`src/rtl/mfse_pkg.sv`:
```
package mfse_pkg;

  typedef enum logic [1:0] {
    MODE_PIXEL = 2'd0,
    MODE_LINE  = 2'd1,
    MODE_RECT  = 2'd2,
    MODE_READ  = 2'd3
  } mode_e;

  typedef enum logic [1:0] {
    ST_DONE   = 2'd0,
    ST_UNSUP  = 2'd1,
    ST_DROP   = 2'd2,
    ST_UNUSED = 2'd3
  } status_e;

  typedef enum logic [2:0] {
    S_CLEAR,
    S_IDLE,
    S_CALC,
    S_READ,
    S_WRITE,
    S_FIN
  } state_e;

  localparam logic [7:0] BYTE_ALL_OFF = 8'hFF;
  localparam logic [7:0] BYTE_ALL_ON  = 8'h00;

  typedef struct packed {
    logic clear;     // clearing pass write
    logic load;      // capture a new item
    logic calc;      // register address of the current element
    logic step;      // write back and advance
    logic out_load;  // move result into the output register
  } cmd_t;

  typedef struct packed {
    logic clear_last;
    logic empty;
    logic last;
  } stat_t;

endpackage

```
`src/rtl/mfse_ctrl.sv`:
```
module mfse_ctrl import mfse_pkg::*; (
  input  logic  clk_i,
  input  logic  rst_ni,
  input  logic  in_valid_i,
  input  logic  out_busy_i,
  input  stat_t stat_i,
  output logic  in_stall_o,
  output cmd_t  cmd_o
);

  state_e state_q, state_d;

  always_ff @(posedge clk_i or negedge rst_ni) begin
    if (!rst_ni) begin
      state_q <= S_CLEAR;
    end else begin
      state_q <= state_d;
    end
  end

  always_comb begin
    state_d    = state_q;
    cmd_o      = '0;
    in_stall_o = 1'b1;
    case (state_q)
      S_CLEAR: begin
        cmd_o.clear = 1'b1;
        if (stat_i.clear_last) state_d = S_IDLE;
      end
      S_IDLE: begin
        in_stall_o = 1'b0;
        if (in_valid_i) begin
          cmd_o.load = 1'b1;
          state_d    = S_CALC;
        end
      end
      S_CALC: begin
        if (stat_i.empty) begin
          state_d = S_FIN;
        end else begin
          cmd_o.calc = 1'b1;
          state_d    = S_READ;
        end
      end
      S_READ: state_d = S_WRITE;
      S_WRITE: begin
        cmd_o.step = 1'b1;
        state_d    = stat_i.last ? S_FIN : S_CALC;
      end
      S_FIN: begin
        if (!out_busy_i) begin
          cmd_o.out_load = 1'b1;
          state_d        = S_IDLE;
        end
      end
      default: state_d = S_IDLE;
    endcase
  end

endmodule

```
`config.mk`:
```
export PLATFORM = sky130hd
export DESIGN_NAME = mfse_ctrl
export DESIGN_NICKNAME = d
export VERILOG_FILES = /design/src/rtl/mfse_pkg.sv /design/src/rtl/mfse_ctrl.sv
export SDC_FILE = /design/constraint.sdc
export NUM_CORES = 1
export LEC_CHECK = 0
export ABC_AREA = 1
export BUFFER_PORTS_ARGS = -buffer_cell sky130_fd_sc_hd__buf_2
export CAP_MARGIN = 5
export CORE_AREA = 2 2 39 41
export CTS_BUF_LIST = sky130_fd_sc_hd__clkbuf_8
export DETAILED_ROUTE_END_ITERATION = 12
export DIE_AREA = 0 0 41 43
export PLACE_DENSITY = 0.4
export SYNTH_ARGS = -nofsm -noshare
export SYNTH_HDL_FRONTEND = slang
export SYNTH_SLANG_ARGS = --single-unit
```
`constraint.sdc`:
```
create_clock -name clk_i -period 1.1 [get_ports clk_i]
set_clock_uncertainty 0.15 [all_clocks]
set_input_delay 0.165 -clock clk_i [delete_from_list [all_inputs] [get_ports clk_i]]
set_output_delay 0.165 -clock clk_i [all_outputs]
set_load 0.02 [all_outputs]
```
* After elaboration in Yosys (flattened, before gate mapping)
Cells that the tools add are included.
** Storage, ports and cells
- Bits in registers :: 3
- Input port bits :: 7
- Output and inout bits :: 6
- Logic and storage cells :: 26
** Cells by class
- Equality and inequality tests :: 8
- Multiplexer cells :: 15
- Reduce and logical (&&, ||, !) cells :: 2
** Operator list (count)
- $pmux W3 S6 :: 1
- $mux W3 :: 5
- $mux W1 :: 9
- $eq A3 B2 Y1 const B :: 2
- $eq A3 B3 Y1 const B :: 2
- $ne A2 B2 Y1 const B :: 3
- $eq A3 B1 Y1 const B :: 1
- $logic_not A3 Y1 :: 1
- $reduce_and A3 Y1 :: 1

* Logic depth before layout (Yosys ltp)
Gate-level depths: netlist (run 1).
- Depth in word-level cells :: 3
- Depth in mapped cells :: 6
- Depth with buffers taken out :: 6

* Least setup slack after synthesis (run 1)
No wires, ideal clock.
- Kind :: reg2out
- From :: register state_q[2]
- To :: output port cmd_o[3] (netlist name)
- Arrival time :: 1.012 ns
- Slack :: -0.227 ns
- Cell stages (with the launch flop) :: 4
- Path buffers :: 0
- Cells stage by stage :: dfrtp_1 -> inv_2 -> nand3_2 -> nor2_1
** RTL lines
- start: declaration :: line mfse_ctrl.sv:11 : state_e state_q, state_d;
- start signal: assignment :: line mfse_ctrl.sv:17 : state_q <= state_d;
- end: declaration :: line mfse_ctrl.sv:8 : output cmd_t cmd_o

==> out/results.ini, run 1 <==
[critical_path]
r2r-start=state_q[0]
crit_path_end_kind=primary output
cp_data_required_time_ns=0.78
worst_ep_arrival_time_ns=1.08
rrSetupSlack_ns=-0.21
setup.worst_path.start_class=flop
crit_type=reg2out
worstPathMaxFanout=5
r2r_cells=6
rr_endpoint=state_q[1]

[final_layout]
top_register=state_q
instances_no_fill=80
syn_to_final_growth_pct=143.7
fillCellCount=146
num-nets-final=72
num_antenna_cells=0
fin_util_pct=41.86
layout-drive-gt1-share_pct=68.75
multiInputGateArea_um2=203.9
reg_top3=state_q: 3 flops
seq_area_um2=78.83
largest_register_ffs=3

[floorplan]
die_h_um=43
dieArea_um2=1763
io_pins=13
die_w_um=41
fp.coreArea_um2=1384
rows=14
start_util_pct=17.18

[clock_network]
cts_tree=built
clkSinkCount=3
clock_latency_ns=0.22
cts_buffers=3
clkTransAtPathRegs_ns=0.03
cts_root_buffer=clkbuf_8
ctsLongestPathBuffers=2
h-tree-depth=1

[yosys]
synth.avg_cell_area_um2=6.256
syn_area_um2=237.7
async_reset_ff_share_pct=100.0
synth_seq_cells=3
ys_seq_area_share_pct=31.58
ys_warn_count=0
yosys-top-cells-count=8 x inv_1, 7 x nor2_1, 5 x nand2_1, 5 x nand3_1
postSynthCellCount=38
synth-edff-count=0
synth_top_area_share_pct=31.58
yosys-top-cells-area=dfrtp_1 32%, inv_1 13%, nor2_1 11%
synth_most_common_cell=inv_1
synth_cell_type_count=11
synth_area_leader_cell=dfrtp_1
synthFlopType=dfrtp_1
synth_fp_nets=45

[global_routing]
grt_pass1_vias=330
grt_usage_pct=11.65
overflow=0
grt_pass1_wl_mm=1.331
antenna_found_initial=0
grt_start_max_net_pins=7

[sta]
period_share_pct=127.0
rsz0062_at_grt=yes
slew_headroom_pct=87.19
fin_crit_ns=1.397
slew_violations=0
setup_viol=9
setup_ws_ns=-0.2966
max_freq_ghz=0.7160
tightest_slew_ns=0.1902
hold_violations=0

[placed_design]
io_buffers=12
routabilityCongestion=0.6680
pre_cts_slack_ns=-0.1948
place_hpwl_um=540.2
place_inst=70

[power]
ir_drop_mv=0.8469
leakage_nw=0.2884
p_per_area_nw_per_um2=2893

[routing]
first_pass_iters=2
dr_wl_met3_um=32
wl_per_cell_um=10.23
routed.top_layer=met3
via_per_inst=4.163
route.met2.wl_um=455
drt-met1-wl_um=330
antenna_left=0
drcViolationCount=0
wirelength_um=818
via_count=333
drt_iter0_markers=8

[worst_hold_path]
min_path_type=in2async

[status]
status=finished with violations
violations=negative setup slack

[job]
maxCapViolations=0

kinds of logic after synthesis:
kind of cell	after synthesis	share of synthesized area, %
simple gates	23	46.84
buf+inv	9	14.21
flops	3	31.58
compound gates	3	7.370
worst max-delay path: stages (launching register included):
cell	delay, ns
dfrtp_2	0.44
buf_6	0.13
nand3_4	0.08
nor2_4	0.10
buf_6	0.12
layout make-up:
type                            instances  area share (%)
Clock buffer                            3           7.127
Clock inverter                          1          0.6479
Inverter                                9           7.127
Multi-Input combinational cell         26           35.21
Sequential cell                         3           13.61
Tap cell                               16           3.456
Timing Repair Buffer                   22           32.83
timing repair:
| action | in CTS | in global routing |
|---|---|---|
| buffers inserted | 5 | 1 |
| resized for setup | 19 | 11 |
| pin swaps | 2 | 2 |
| hold buffers | 1 | 0 |
| hold endpoints to repair | 3 | 0 |
| endpoints found under the setup margin | 9 | 9 |
through the flow:
step / hold WS [ns] / cell area [µm²] / power [mW] / setup TNS (ns)
floorplan: -0.2806 / 274.0 / 0.6990 / -0.2279
finish: 0.1208 / 579.3 / 1.676 / -2.135
global route: 0.1281 / 579.3 / 1.788 / -2.594
detailed placement: -0.1852 / 384.1 / 0.9368 / -0.9655
global placement: -0.1864 / 384.1 / 0.9507 / -1.040
CTS: 0.1111 / 543.0 / 1.559 / -2.231
report_power, final:
part           internal, mW  switching [mW]
Combinational         0.544           0.541
Clock                 0.238          0.0766
Sequential            0.169           0.106
metal layers:
layer / track usage [%] / vias to the layer above
li1: - / 170
met5: 0 / -
met4: 8.000 / 0
met1: 11.58 / 157
met2: 18.13 / 6
met3: 5.236 / 0
placed cells by master, fill, tap and decap left out:
cell type,instances
nand2_1,3
nand3_4,3
o211ai_1,1
nand3_2,1
nor2_4,5
inv_1,5
nand4_1,2
clkbuf_8,3
buf_2,6
nor2_2,1
dlygate4sd3_1,1
clkinv_4,1
nand3_1,2
inv_2,3
nor2_1,4
dfrtp_2,3
nand2_2,2
o21ai_0,2
inv_4,1
buf_6,10
buf_4,5
how the worst max path moves through the flow:
stage,from,to,slack [ns]
3_5_place_dp,state_q[2],cmd_o[2],-0.19
5_1_grt,state_q[1],cmd_o[3],-0.34
6_report,state_q[1],cmd_o[2],-0.30
4_1_cts,state_q[2],cmd_o[2],-0.33
3_3_place_gp,state_q[2],cmd_o[2],-0.21
2_1_floorplan,state_q[2],state_q[1],-0.08
(Power assumes the default switching activity.)
==> inputs of run 2 (changes only) <==
--- a/config.mk
+++ b/config.mk
@@ -6,13 +6,13 @@
 export NUM_CORES = 1
 export LEC_CHECK = 0
 export ABC_AREA = 1
-export BUFFER_PORTS_ARGS = -buffer_cell sky130_fd_sc_hd__buf_2
 export CAP_MARGIN = 5
 export CORE_AREA = 2 2 39 41
 export CTS_BUF_LIST = sky130_fd_sc_hd__clkbuf_8
 export DETAILED_ROUTE_END_ITERATION = 12
 export DIE_AREA = 0 0 41 43
-export PLACE_DENSITY = 0.4
+export DONT_BUFFER_PORTS = 1
+export PLACE_DENSITY = 0.31
 export SYNTH_ARGS = -nofsm -noshare
 export SYNTH_HDL_FRONTEND = slang
 export SYNTH_SLANG_ARGS = --single-unit
==> out/results.ini, run 2 (synthesized netlist as in run 1, its figures left out) <==
[clock_network]
cts_tree=built  ; unchanged
ctsLongestPathBuffers=2  ; unchanged
clock_latency_ns=0.22  ; about the same
clkSinkCount=3  ; unchanged
cts_root_buffer=clkbuf_8  ; unchanged
clkTransAtPathRegs_ns=0.03  ; about the same
h-tree-depth=1  ; unchanged
cts_buffers=3  ; unchanged

[routing]
via_count=327  ; was 333
drcViolationCount=0  ; unchanged
wirelength_um=806  ; was 818 µm
antenna_left=0  ; unchanged
first_pass_iters=4  ; was 2
drt_iter0_markers=7  ; was 8
wl_per_cell_um=10.47  ; was 10.23 µm
via_per_inst=4.247  ; was 4.163

[worst_hold_path]
hold_start=stat_i[0]
hold_depth=2
min_path_type=in2reg  ; was in2async
hold_path_end=state_q[2]

[floorplan]
die_w_um=41  ; unchanged
start_util_pct=17.18  ; unchanged
die_h_um=43  ; unchanged
dieArea_um2=1763  ; unchanged
rows=14  ; unchanged
fp.coreArea_um2=1384  ; unchanged
io_pins=13  ; unchanged

[final_layout]
layout-drive-gt1-share_pct=62.30  ; was 68.75%
layout_commonest_cell=buf_4  ; was buf_6
num-nets-final=69  ; was 72
reg_top3=state_q: 3 flops  ; unchanged
top_register=state_q  ; unchanged
fillCellCount=152  ; was 146
design_area_um2=563.0  ; was 579.3 µm²
largest_register_ffs=3  ; unchanged
num_antenna_cells=0  ; unchanged
syn_to_final_growth_pct=136.8  ; was 143.7%
mostFrequentLayoutCells=11 x buf_4, 5 x nor2_4, 5 x inv_1, 4 x nand2_1, 4 x buf_6  ; was 10 x buf_6, 6 x buf_2, 5 x nor2_4, 5 x inv_1, 5 x buf_4

[sta]
slew_violations=0  ; unchanged
hold_violations=0  ; unchanged
rsz0062_at_grt=yes  ; unchanged
worst_hold_slack_ns=0.01893  ; was 0.1208 ns
fin_crit_ns=1.381  ; was 1.397 ns
slew_headroom_pct=87.57  ; was 87.19%
setup_ws_ns=-0.2811  ; was -0.2966 ns
period_share_pct=125.6  ; was 127.0%
tightest_slew_ns=0.1856  ; was 0.1902 ns
setup_viol=9  ; unchanged
max_freq_ghz=0.7241  ; was 0.7160 GHz

[status]
violations=negative setup slack  ; unchanged
status=finished with violations  ; unchanged

[critical_path]
setup.worst_path.start_class=flop  ; unchanged
worst_ep_arrival_time_ns=1.07  ; was 1.08 ns
crit_path_end_kind=primary output  ; unchanged
r2r_cells=7  ; was 6
rr_endpoint=state_q[0]  ; was state_q[1]
crit_type=reg2out  ; unchanged
worstPathMaxFanout=4  ; was 5
r2r-start=state_q[1]  ; was state_q[0]
cp_data_required_time_ns=0.78  ; about the same
rrSetupSlack_ns=-0.21  ; about the same

[global_routing]
grt_use_met1_pct=14.29  ; was 11.58%
grt-busiest-layer=met2  ; unchanged
grt_usage_pct=11.68  ; was 11.65%
grt_pass1_vias=351  ; was 330
grt_start_max_net_pins=6  ; was 7
grtUsageMet3_pct=1.571  ; was 5.236%
antenna_found_initial=0  ; unchanged
grt_pass1_wl_mm=1.380  ; was 1.331 mm
met2_usage_pct=17.81  ; was 18.13%
overflow=0  ; unchanged

[placed_design]
io_buffers=0  ; was 12
place_hpwl_um=584.6  ; was 540.2 µm
placed_area_um2=359.1  ; was 384.1 µm²
routabilityCongestion=0.7320  ; was 0.6680

[power]
p_per_area_nw_per_um2=2865  ; was 2893 nW/µm²
leakage_nw=0.2728  ; was 0.2884 nW
ir_drop_mv=1.108  ; was 0.8469 mV

[job]
maxCapViolations=0  ; unchanged

==> run 2: cell count changes in the layout (fill, tap and decap cells not counted), sizes merged <==
cell | before | now
inv | 9 | 10
dlygate4sd3 | 1 | 3
clkinv | 1 | 0
buf | 21 | 16
==> run 2: layer usage <==
| layer | vias up | routed length (µm) |
|---|---|---|
| met3 | 3 | 50 |
| met5 | - | 0 |
| met2 | 11 | 422 |
| li1 | 165 | - |
| met1 | 148 | 305 |
| met4 | 0 | 27 |
==> run 2: worst max path at each step <==
stage / start / to / slack, ns / cells after the start
after global placement: state_q[0] / state_q[1] / -0.12 / 5
after detailed placement: state_q[0] / state_q[0] / -0.12 / 5
after floorplan: state_q[2] / state_q[1] / -0.08 / 5
final: state_q[0] / cmd_o[2] / -0.28 / 4
after CTS: state_q[2] / cmd_o[2] / -0.29 / 4
after global routing: state_q[2] / cmd_o[2] / -0.32 / 4
==> run 2: final cells by class <==
cell class	instances	area, µm²	area share, %
Clock buffer	3	41.29	7.333
Tap cell	16	20.02	3.556
Inverter	9	38.79	6.889
Sequential cell	3	77.57	13.78
Clock inverter	1	3.754	0.6667
Multi-Input combinational cell	26	203.9	36.22
Timing Repair Buffer	19	177.7	31.56
==> run 2: where the power goes <==
group	internal (mW)	total, mW	switching, mW
Sequential	0.167	0.252	0.0850
Combinational	0.502	1.05	0.548
Clock	0.238	0.310	0.0729
==> run 2: repair_timing <==
action,4_1_cts,5_1_grt
pin swaps,6,7
setup endpoints to repair,9,9
hold buffers,3,0
buffers inserted,6,3
hold endpoints to repair,5,0
gates resized for setup,11,6
==> run 2: worst max-delay path, cell delays in order, from the launching register on <==
cell	delay, ns
dfrtp_2	0.44
inv_2	0.08
nand3_4	0.08
nor2_4	0.12
buf_12	0.12
==> run 2: per-stage QoR <==
stage	setup TNS, ns	cells	setup WS [ns]	util [%]	power [mW]
final	-1.960	77	-0.2811	40.69	1.613
after floorplan	-0.2279	38	-0.07832	-	0.6990
after global placement	-0.4949	61	-0.1249	25.95	0.9420
after CTS	-2.014	74	-0.2927	37.88	1.517
after detailed placement	-0.5501	61	-0.1186	25.95	0.9443
after global routing	-2.431	77	-0.3238	40.69	1.742
